<file path="src/rtl/elu_pkg.sv">
// Shared constants and pipeline word types for the eikonal local update unit.
package elu_pkg;

  localparam int VALUE_BITS    = 32;
  localparam int FRACTION_BITS = 16;
  localparam int SPEED_BITS    = 16;
  localparam int SPEED_FRAC    = 8;
  localparam int AXES          = 3;
  localparam int ROOT_BITS     = 25;
  localparam int RAD_BITS      = 2 * ROOT_BITS;
  localparam int E_BITS        = ROOT_BITS + 1;
  localparam int SQ_BITS       = 2 * E_BITS;
  localparam int PROD_BITS     = VALUE_BITS + SPEED_BITS;
  localparam int SUM_BITS      = VALUE_BITS + 2;
  localparam int T_BITS        = E_BITS + 1;
  localparam int ACC_BITS      = SQ_BITS + 2;
  localparam int DIV3_SHIFT    = 35;
  localparam int PRE_STAGES    = 7;
  localparam int POST_STAGES   = 3;
  localparam int LATENCY       = PRE_STAGES + 2 * ROOT_BITS + POST_STAGES;

  localparam logic [VALUE_BITS-1:0] VALUE_MAX = {VALUE_BITS{1'b1}};
  localparam logic [ACC_BITS-1:0]   DV_UNIT   =
    ACC_BITS'(1) << (2 * FRACTION_BITS + 2 * SPEED_FRAC);
  localparam logic [ROOT_BITS-1:0]  K1_NUM    =
    ROOT_BITS'(1) << (FRACTION_BITS + SPEED_FRAC);
  localparam logic [SUM_BITS-1:0]   DIV3_MUL  = SUM_BITS'(34'h2_AAAA_AAAB);

  typedef struct packed {
    logic [VALUE_BITS-1:0] cur;
    logic [1:0]            n;
    logic                  vzero;
    logic [SPEED_BITS-1:0] v;
    logic [SUM_BITS-1:0]   s1;
    logic [SUM_BITS-1:0]   s2;
    logic [SUM_BITS-1:0]   s3;
    logic [T_BITS-1:0]     t2;
    logic [T_BITS-1:0]     t3;
    logic                  neg2;
    logic                  neg3;
  } side_t;

  typedef struct packed {
    logic [VALUE_BITS-1:0] cur;
    logic [1:0]            n;
    logic [SUM_BITS-1:0]   s1;
    logic [SUM_BITS-1:0]   s2;
    logic [SUM_BITS-1:0]   s3;
    logic                  ok1;
    logic                  ok2;
    logic                  ok3;
  } tail_t;

endpackage

</file>
<file path="src/rtl/elu_isqrt.sv">
// Pipelined integer square root, one root bit per register stage.
module elu_isqrt (
  input  logic                           clk,
  input  logic [elu_pkg::RAD_BITS-1:0]   in_rad,
  output logic [elu_pkg::ROOT_BITS-1:0]  out_root,
  output logic                           out_rem_nz
);

  localparam int RB = elu_pkg::ROOT_BITS;
  localparam int DB = elu_pkg::RAD_BITS;
  localparam int WB = DB + 2;

  logic [RB-1:0] root_r [0:RB-1];
  logic [DB-1:0] rem_r  [0:RB-1];
  logic [RB-1:0] root_w [0:RB];
  logic [DB-1:0] rem_w  [0:RB];

  assign root_w[0] = '0;
  assign rem_w[0]  = in_rad;

  for (genvar g = 0; g < RB; g++) begin : g_stage
    localparam int B = RB - 1 - g;
    logic [WB-1:0] trial;
    logic [WB-1:0] rem_x;
    logic          ge;

    assign trial = (WB'(root_w[g]) << (B + 1)) + (WB'(1) << (2 * B));
    assign rem_x = WB'(rem_w[g]);
    assign ge    = rem_x >= trial;

    always_ff @(posedge clk) begin
      root_r[g] <= ge ? (root_w[g] | (RB'(1) << B)) : root_w[g];
      rem_r[g]  <= ge ? DB'(rem_x - trial) : rem_w[g];
    end

    assign root_w[g+1] = root_r[g];
    assign rem_w[g+1]  = rem_r[g];
  end

  assign out_root   = root_w[RB];
  assign out_rem_nz = |rem_w[RB];

endmodule

</file>
<file path="config.mk">
export PLATFORM = sky130hd
export DESIGN_NAME = elu_isqrt
export DESIGN_NICKNAME = d
export VERILOG_FILES = /design/src/rtl/elu_pkg.sv /design/src/rtl/elu_isqrt.sv
export SDC_FILE = /design/constraint.sdc
export NUM_CORES = 2
export LEC_CHECK = 0
export BUFFER_PORTS_ARGS = -buffer_cell sky130_fd_sc_hd__buf_2
export CELL_PAD_IN_SITES_DETAIL_PLACEMENT = 0
export CELL_PAD_IN_SITES_GLOBAL_PLACEMENT = 1
export CORE_ASPECT_RATIO = 0.5
export CORE_MARGIN = 2
export CORE_UTILIZATION = 30
export DETAILED_ROUTE_END_ITERATION = 10
export GPL_ROUTABILITY_DRIVEN = 0
export PLACE_DENSITY_LB_ADDON = 0.2
export SLEW_MARGIN = 25
export SYNTH_ARGS = -nofsm -noshare
export SYNTH_HDL_FRONTEND = slang
export SYNTH_SLANG_ARGS = --single-unit
export TNS_END_PERCENT = 10
</file>
<file path="constraint.sdc">
create_clock -name clk -period 6.5 [get_ports clk]
set_clock_uncertainty 0.1 [all_clocks]
set_input_delay 0.975 -clock clk [delete_from_list [all_inputs] [get_ports clk]]
set_output_delay 0.975 -clock clk [all_outputs]
set_load 0.01 [all_outputs]
</file>
==> results.md <==
- H-tree Lvls: 4
- DR vias/cell: 4.68
- Crit Path Class: reg -> reg
- Internal reg-to-reg setup slack: 2.33 ns
- Antenna viol nets, final: 0
- Setup crit start kind: register
- Top post-synthesis cells by area: dfxtp_1, ha_1, xnor2_1
- Total power: 30.3 mW
- Maximum net fanout on the critical path: 48
- DIE WIDTH: 637 um
- Max-slew violation count: 0
- Slew HR: 31.6%
- Pwr dens: 443 nW/um^2
- Unrepaired setup endpoints after global routing: no
- Vias in the first global route: 43400
- Critical Path RT: 7.10 ns
- Post-synthesis compound-gate area fraction: 11.9%
- Die extent in y: 321 um
- Syn-to-layout area delta: 13.6%
- Clk_lat worst skew: 0.82 ns
- Routed len/inst: 16.4 um
- Distinct cell type count after synthesis: 90
- Max Clk Rate: 240 MHz
- Synth Area in Simple Gates: 15.4%
- Fillers: 20000
- Synthesis warning total: 0
- Die area: 204000 um^2
- Post-Synthesis Cells: 6030
- Post-synth top area share: 52.4%
- Syn Area/Cell: 9.98 um^2
- Row count: 116
- First-pass GRT wire length: 234000 um
- Starting DRC count in detailed routing: 1911
- VDD IR-drop max: 254 uV
- Core area: 200000 um^2
- Post-synth EDFFs: 0
- IO Pins: 77
- Crit path DAT: 4.77 ns
- Total Routing Usage GR: 14.1%
- Sequential area share after synthesis: 52.4%
- CP endpoint kind: register
- Residual DRC count: 0
- Post-synthesis adder-cell area fraction: 7.23%
- Final worst path period share: 64.2%
- Clock Sink Count: 1575
- CTS max path bufs: 4
- Post-Syn Area: 60200 um^2
- Clk slew on worst S/H paths: 0.07 ns
- Routed via count: 41700
- Hold WC Path Type: in -> reg
- Largest net degree at the start of global routing: 49
- XOR/XNOR share of the synthesized area: 8.15%
- CTS Root Cell: clkbuf_16
- Starting Density: 30.1%
- Leak: 30.1 nW
- Async S/R FF share, synth: 0%
- Top FF cell, synth: dfxtp_1
- # hold bufs at CTS: 0
- Gr ovfl total: 0
- Fin crit period: 4.17 ns
- Worst-Margin Slew: 1.02 ns
- Post-route setup TNS: 0 ns
- 1st-pass router iterations: 5
- Status: finished, final reports clean
- Largest family of logic cells by synthesized area: simple AND/OR/NAND/NOR gates
- Routed WL: 146000 um
- Maximum capacitance violations: 0
- Port buffer count: 76
- Inserted Diodes: 0
- Final hold violations: 0
- TritonCTS Buffers: 152
- Setup bufs post-CTS: 0
- DP Wirelength: 115000 um
- Top cell type by total area after synthesis: dfxtp_1
- Share of cells above drive strength 1: 7.15%
- #FFs+latches synth: 1575
- Post-CTS sizing: 0
- Number of antenna violations at the first check in global routing: 1
- CTS tree: done
- Final Net Count: 6552
- Post-synthesis mux area share: 1.18%
- Setup violations, final: 0
- Syn Nets: 6429
- Finished Core Util: 34.2%
[synth_stat cells (36+ instances only)]
cell and number:
nand4_1 101, o21ai_0 291, nor2b_1 39, nor2_1 356, a211oi_1 36, xnor2_1 295
a21o_1 128, inv_1 440, o31ai_1 36, o21a_1 63, nor4_1 212, a21oi_1 338
xor2_1 265, nand2_1 380, nor3_1 170, nand3_1 105, or4_1 57, ha_1 348
dfxtp_1 1575, or3_1 68, mux2_2 49, nand2b_1 67, clkbuf_1 100
[layer usage]
metal	wire [um]	up-vias	part of all wire [%]	track usage [%]
met2	72500	780	50	26.1
met1	62800	19300	43	16.1
met4	6070	0	4.1	5.83
met3	5060	336	3.5	2.26
li1	-	21400	-	-
met5	0	-	0	0
[cell families (layout without fill, tap and decap cells)]
logic type / after synthesis / after routing
mux: 65 / 65
flops: 1575 / 1575
xor+xnor: 560 / 560
compound gates: 1142 / 1142
buf+inv: 574 / 798
simple gates: 1766 / 1766
fa+ha+maj: 348 / 348
[worst paths after layout]
check | start | endpoint | cells after the start
min | in_rad[13] | rem_r[0][13] | 1
max reg2reg | rem_r[5][54] | rem_r[5][145] | 10
min reg2reg | root_r[4][73] | root_r[4][98] | 0
max | rem_r[5][54] | rem_r[5][145] | 10
[final cells by class]
cell class              count  area [um^2]  area share (%)
clock buffers             207         4280            6.26
clock inverters            48          549           0.803
inverters                 445         1670            2.44
multi-input cells        3881        26500            38.7
flip-flops and latches   1575        31500            46.1
well taps                2655         3320            4.86
repair buffers             98          543           0.794
[state kept, by name (all words and copies together), names as in the netlist]
signal  count
root_r    325
rem_r    1250
[worst max-delay path: stages (launching register included)]
cell       delay [ns]
dfxtp_1          0.41
ha_1             0.16
or4b_2           0.60
or4_1            0.52
nor4_1           0.60
or4_1            0.27
nor4_2           0.07
buf_4            0.28
nand4bb_1        0.55
nor3_1           0.35
xor2_1           0.19
[cells in the final DEF (no fill, tap or decap), drive strengths merged, types with 18 or more instances in the layout]
cell type  instances
inv              448
and3              26
xnor2            295
xor2             265
a21oi            338
a21o             128
o21ai            300
nand4            101
nand3            105
nand2            380
nand2b            67
or2               28
clkbuf           207
nand4b            28
nand3b            27
or3               68
mux2              49
nor2b             39
o21bai            35
or4               59
buf               98
o211ai            28
o31ai             37
a211oi            36
nor3             171
dfxtp           1575
a2111oi           18
nor4             213
clkinv            31
nor2             357
a31oi             28
nor4b             29
ha               348
o21a              63
[power breakdown]
group,switching [mW],total (mW),internal [mW]
registers,1.82,13.8,11.9
logic,4.32,7.79,3.47
clock network,3.70,8.75,5.04
total,9.84,30.3,20.5
[through the flow]
step                instances  cell area, um^2  hold slack, ns  worst slack, ns
CTS                      8909            68400          0.0763             2.29
finish                   8909            68400           0.145             2.33
detailed placement       8654            63600           0.231             2.28
global route             8909            68400          0.0793             1.95
global placement         8653            63500           0.233             2.22
floorplan                6030            60200           0.222             3.32
Note: power is estimated with default switching activity, not from simulation.
