### config.mk
export PLATFORM = sky130hd
export DESIGN_NAME = elu_div
export DESIGN_NICKNAME = d
export VERILOG_FILES = /design/src/rtl/elu_pkg.sv /design/src/rtl/elu_div.sv
export SDC_FILE = /design/constraint.sdc
export NUM_CORES = 2
export LEC_CHECK = 0
export BUFFER_PORTS_ARGS = -buffer_cell sky130_fd_sc_hd__buf_2
export CORE_MARGIN = 5
export CORE_UTILIZATION = 35
export CTS_BUF_LIST = sky130_fd_sc_hd__clkbuf_16
export DETAILED_ROUTE_END_ITERATION = 8
export HOLD_SLACK_MARGIN = 0.08
export REMOVE_ABC_BUFFERS = 1
export SYNTH_ARGS = -nofsm -noshare
export SYNTH_HDL_FRONTEND = slang
export SYNTH_SLANG_ARGS = --single-unit
### constraint.sdc
create_clock -name clk -period 3.6 [get_ports clk]
set_input_delay 0.36 -clock clk [delete_from_list [all_inputs] [get_ports clk]]
set_output_delay 0.36 -clock clk [all_outputs]
set_load 0.01 [all_outputs]
### src/rtl/elu_pkg.sv
// Shared constants and pipeline word types for the eikonal local update unit.
package elu_pkg;

  localparam int VALUE_BITS    = 32;
  localparam int FRACTION_BITS = 16;
  localparam int SPEED_BITS    = 16;
  localparam int SPEED_FRAC    = 8;
  localparam int AXES          = 3;
  localparam int ROOT_BITS     = 25;
  localparam int RAD_BITS      = 2 * ROOT_BITS;
  localparam int E_BITS        = ROOT_BITS + 1;
  localparam int SQ_BITS       = 2 * E_BITS;
  localparam int PROD_BITS     = VALUE_BITS + SPEED_BITS;
  localparam int SUM_BITS      = VALUE_BITS + 2;
  localparam int T_BITS        = E_BITS + 1;
  localparam int ACC_BITS      = SQ_BITS + 2;
  localparam int DIV3_SHIFT    = 35;
  localparam int PRE_STAGES    = 7;
  localparam int POST_STAGES   = 3;
  localparam int LATENCY       = PRE_STAGES + 2 * ROOT_BITS + POST_STAGES;

  localparam logic [VALUE_BITS-1:0] VALUE_MAX = {VALUE_BITS{1'b1}};
  localparam logic [ACC_BITS-1:0]   DV_UNIT   =
    ACC_BITS'(1) << (2 * FRACTION_BITS + 2 * SPEED_FRAC);
  localparam logic [ROOT_BITS-1:0]  K1_NUM    =
    ROOT_BITS'(1) << (FRACTION_BITS + SPEED_FRAC);
  localparam logic [SUM_BITS-1:0]   DIV3_MUL  = SUM_BITS'(34'h2_AAAA_AAAB);

  typedef struct packed {
    logic [VALUE_BITS-1:0] cur;
    logic [1:0]            n;
    logic                  vzero;
    logic [SPEED_BITS-1:0] v;
    logic [SUM_BITS-1:0]   s1;
    logic [SUM_BITS-1:0]   s2;
    logic [SUM_BITS-1:0]   s3;
    logic [T_BITS-1:0]     t2;
    logic [T_BITS-1:0]     t3;
    logic                  neg2;
    logic                  neg3;
  } side_t;

  typedef struct packed {
    logic [VALUE_BITS-1:0] cur;
    logic [1:0]            n;
    logic [SUM_BITS-1:0]   s1;
    logic [SUM_BITS-1:0]   s2;
    logic [SUM_BITS-1:0]   s3;
    logic                  ok1;
    logic                  ok2;
    logic                  ok3;
  } tail_t;

endpackage

### src/rtl/elu_div.sv
// Pipelined restoring divider of a root or a constant by the speed, one quotient bit per stage.
module elu_div (
  input  logic                            clk,
  input  logic [elu_pkg::ROOT_BITS-1:0]   in_num,
  input  logic [elu_pkg::SPEED_BITS-1:0]  in_den,
  output logic [elu_pkg::ROOT_BITS-1:0]   out_quo
);

  localparam int RB = elu_pkg::ROOT_BITS;
  localparam int SB = elu_pkg::SPEED_BITS;

  logic [RB-1:0] num_r [0:RB-1];
  logic [SB-1:0] den_r [0:RB-1];
  logic [SB-1:0] rem_r [0:RB-1];
  logic [RB-1:0] quo_r [0:RB-1];
  logic [RB-1:0] num_w [0:RB];
  logic [SB-1:0] den_w [0:RB];
  logic [SB-1:0] rem_w [0:RB];
  logic [RB-1:0] quo_w [0:RB];

  assign num_w[0] = in_num;
  assign den_w[0] = in_den;
  assign rem_w[0] = '0;
  assign quo_w[0] = '0;

  for (genvar g = 0; g < RB; g++) begin : g_stage
    localparam int B = RB - 1 - g;
    logic [SB:0] part;
    logic [SB:0] den_x;
    logic        ge;

    assign part  = {rem_w[g], num_w[g][B]};
    assign den_x = {1'b0, den_w[g]};
    assign ge    = part >= den_x;

    always_ff @(posedge clk) begin
      num_r[g] <= num_w[g];
      den_r[g] <= den_w[g];
      rem_r[g] <= ge ? SB'(part - den_x) : part[SB-1:0];
      quo_r[g] <= ge ? (quo_w[g] | (RB'(1) << B)) : quo_w[g];
    end

    assign num_w[g+1] = num_r[g];
    assign den_w[g+1] = den_r[g];
    assign rem_w[g+1] = rem_r[g];
    assign quo_w[g+1] = quo_r[g];
  end

  assign out_quo = quo_w[RB];

endmodule

==> impl_metrics.env <==
export IMPL_antenna_left=0
export IMPL_first_pass_iters=6
export IMPL_place_ws_ns=0.3101
export IMPL_p_sw_share_pct=32.44
export IMPL_hold_viol=0
export IMPL_wl_per_cell_um=13.48
export IMPL_dieArea_um2=150300
export IMPL_place_detailed_hpwl_um=68640
export IMPL_path_max_fanout=27
export IMPL_slew_viol_final=0
export IMPL_synth_ff_type="dfxtp_1"
export IMPL_p_leak_uw=0.02646
export IMPL_drive_gt1_share_pct=11.07
export IMPL_setup_tns_ns=0
export IMPL_cp_start_kind="flip-flop"
export IMPL_max_slew_margin_pct=43.22
export IMPL_rrSetupSlack_ns=0.24
export IMPL_yosysWarnings=0
export IMPL_place_congestion=0.8389
export IMPL_ios=67
export IMPL_vias=30920
export IMPL_synth_most_common_cell="dfxtp_1"
export IMPL_antenna_found_initial=0
export IMPL_drc_errors=0
export IMPL_intPower_uw=37500
export IMPL_fin_nets=5293
export IMPL_netlist_area_um2=49940
export IMPL_rows=138
export IMPL_period_minus_slack_ns=3.356
export IMPL_cts_buffers=149
export IMPL_maxCapViolations=0
export IMPL_power_density_nw_per_um2=955.2
export IMPL_synthCells=4600
export IMPL_grt_use_total_pct=12.29
export IMPL_clkLatencyLatePin_ns=0.79
export IMPL_port_buffers=66
export IMPL_avgSynthCellArea_um2=10.86
export IMPL_worstPathArrival_ns=4.03
export IMPL_instances_no_fill=6849
export IMPL_finalWorstSetupSlack_ns=0.2444
export IMPL_power_share_clock_pct=27.3
export IMPL_status="complete, no violations"
export IMPL_hold_class="in2reg"
export IMPL_vias_per_cell=4.514
export IMPL_grt_pass1_vias=30680
export IMPL_synth_top_cells_by_count="1393 x dfxtp_1, 505 x inv_1, 386 x ha_1"
export IMPL_clk_pin_slew_ns=0.06
export IMPL_power_switching_uw=18010
export IMPL_cts_setup_buffers=0
export IMPL_h_tree_depth=4
export IMPL_synth_top_area_cell="dfxtp_1"
export IMPL_grt_overflow=0
export IMPL_synth_top_area_share_pct=55.84
export IMPL_fin_util_pct=40.99
export IMPL_worst_ep_required_time_ns=4.27
export IMPL_end_kind="flip-flop"
export IMPL_synthArstFlopShare_pct=0
export IMPL_syn2layout_area_growth_pct=16.36
export IMPL_met2_length_um=40990
export IMPL_setup_viol=0
export IMPL_seqPwrFrac_pct=38.0
export IMPL_grt_pass1_wl_um=153500
export IMPL_drtIter0Drc=1730
export IMPL_dp_cells=6540
export IMPL_die_w_um=387.7
export IMPL_seq_area_frac_synth_pct=55.84
export IMPL_synth_cell_type_count=76
export IMPL_grt_max_degree=33
export IMPL_p_comb_share_pct=34.8
export IMPL_n_antenna_cell=0
export IMPL_fin_skew_ns=0.05386
export IMPL_wirelength_met1_um=44570
export IMPL_place_area_um2=52680
export IMPL_max_freq_mhz=298.0
export IMPL_die_h_um=387.7
export IMPL_rsz0062_at_grt="no"
export IMPL_fin_area_um2=58110
export IMPL_ys_top_cells_by_area="dfxtp_1 56%, ha_1 9.7%, inv_1 3.8%, mux2_2 3.7%, xnor2_1 2.9%"
export IMPL_cts_tree="built"
export IMPL_synth_edf_count=0
export IMPL_period_share_pct=93.21
export IMPL_root_buffer="clkbuf_16"
export IMPL_criticalPathCategory="reg2reg"
export IMPL_cts_sinks=1393
export IMPL_tightest_slew_ns=0.8518
export IMPL_synth_seq_cells=1393
export IMPL_initial_core_util_pct=35.23
export IMPL_top_layer="met4"
export IMPL_wl_met3_um=4289
export IMPL_coreArea_um2=141800
export IMPL_clockBufferDepth=3
export IMPL_finalWirelength_um=92350
export IMPL_ir_worst_vdd_v=0.0004242
[state kept, by name, summed over array words and instances (netlist names)]
| register | flops |
|---|---|
| num_r | 300 |
| quo_r | 325 |
| rem_r | 384 |
| den_r | 384 |
[metrics by stage]
| step | total power, uW | hold slack, ns |
|---|---|---|
| finish | 55510 | 0.2028 |
| global placement | 40310 | 0.3096 |
| global route | 59660 | 0.1520 |
| floorplan | 35980 | 0.3096 |
| detailed placement | 40560 | 0.3121 |
| CTS | 56210 | 0.1246 |
[worst max-delay path: stages, from the launching register on]
cell and delay, ns:
dfxtp_1 0.37, inv_1 0.06, ha_1 0.29, nor2b_1 0.14, o21a_1 0.17, o21ai_0 0.22, a21oi_1 0.15, o311ai_0 0.70
nand2b_1 0.22, a41oi_2 0.27, buf_4 0.28, mux2_2 0.36
[layout by cell type, fill, tap and decap left out, types with 16 or more instances in the layout]
master,count
buf_4,34
clkinv_1,20
ha_1,386
nand4_1,45
a21boi_0,30
nor2_1,274
nand2b_1,54
and3_1,33
dlygate4sd3_1,41
buf_2,66
mux2i_1,33
bufinv_16,16
o21a_1,67
nor3_1,66
a21o_1,94
or3_1,20
a31oi_1,28
o211ai_1,18
nand3_1,52
inv_1,534
dfxtp_1,1393
fa_1,23
a211o_1,19
a211oi_1,30
clkbuf_16,149
clkinv_2,22
o21ai_0,206
o31ai_1,27
o31a_1,24
nand2_1,194
a21oi_1,282
nor2b_1,53
or2_2,18
xnor2_1,166
xor2_1,79
mux2_2,164
[metal layers]
metal  vias to the layer above  track usage (%)
li1                      16120                -
met1                     14100            16.28
met2                       533            19.70
met3                       166            2.882
met4                         0            4.298
met5                         -                0
[timing repair]
item,4_1_cts,5_1_grt
gates resized for setup,0,0
endpoints found under the setup margin,0,0
endpoints found under the hold margin,57,0
hold buffers,41,0
[power groups by stage]
stage	clock network, uW	logic (uW)	registers, uW
CTS	15700	19300	21100
detailed placement	0	19100	21400
global placement	0	18800	21500
global route	16400	21700	21500
floorplan	0	15300	20600
finish	15100	19300	21100
[path summary, 6_finish.rpt]
check                            start                    to  cells past startpoint
setup / recovery  den_r[1][65]$_DFF_P_  rem_r[1][83]$_DFF_P_                     11
hold / removal              in_num[18]  num_r[0][18]$_DFF_P_                      2
setup reg to reg  den_r[1][65]$_DFF_P_  rem_r[1][83]$_DFF_P_                     11
hold reg to reg   num_r[1][34]$_DFF_P_  num_r[1][59]$_DFF_P_                      0
[kinds of logic (layout without fill, tap and decap cells)]
family	count (synthesis)	count (layout)	share of synthesized area [%]
flops	1393	1393	55.84
compound gates	922	922	11.81
simple gates	857	857	8.208
buf+inv	556	915	4.322
fa+ha+maj	409	409	10.59
xor+xnor	245	245	4.297
mux	218	218	4.931
[area by class of cell]
type	count	area (um^2)
tap	1890	2365
inverter	505	1896
sequential	1393	27890
multi-input combinational	2651	19930
clock buffer	149	3729
timing repair buffer	142	1016
clock inverter	119	1285
fill	13340	83650
No activity file was read; power rests on OpenSTA's default activity.
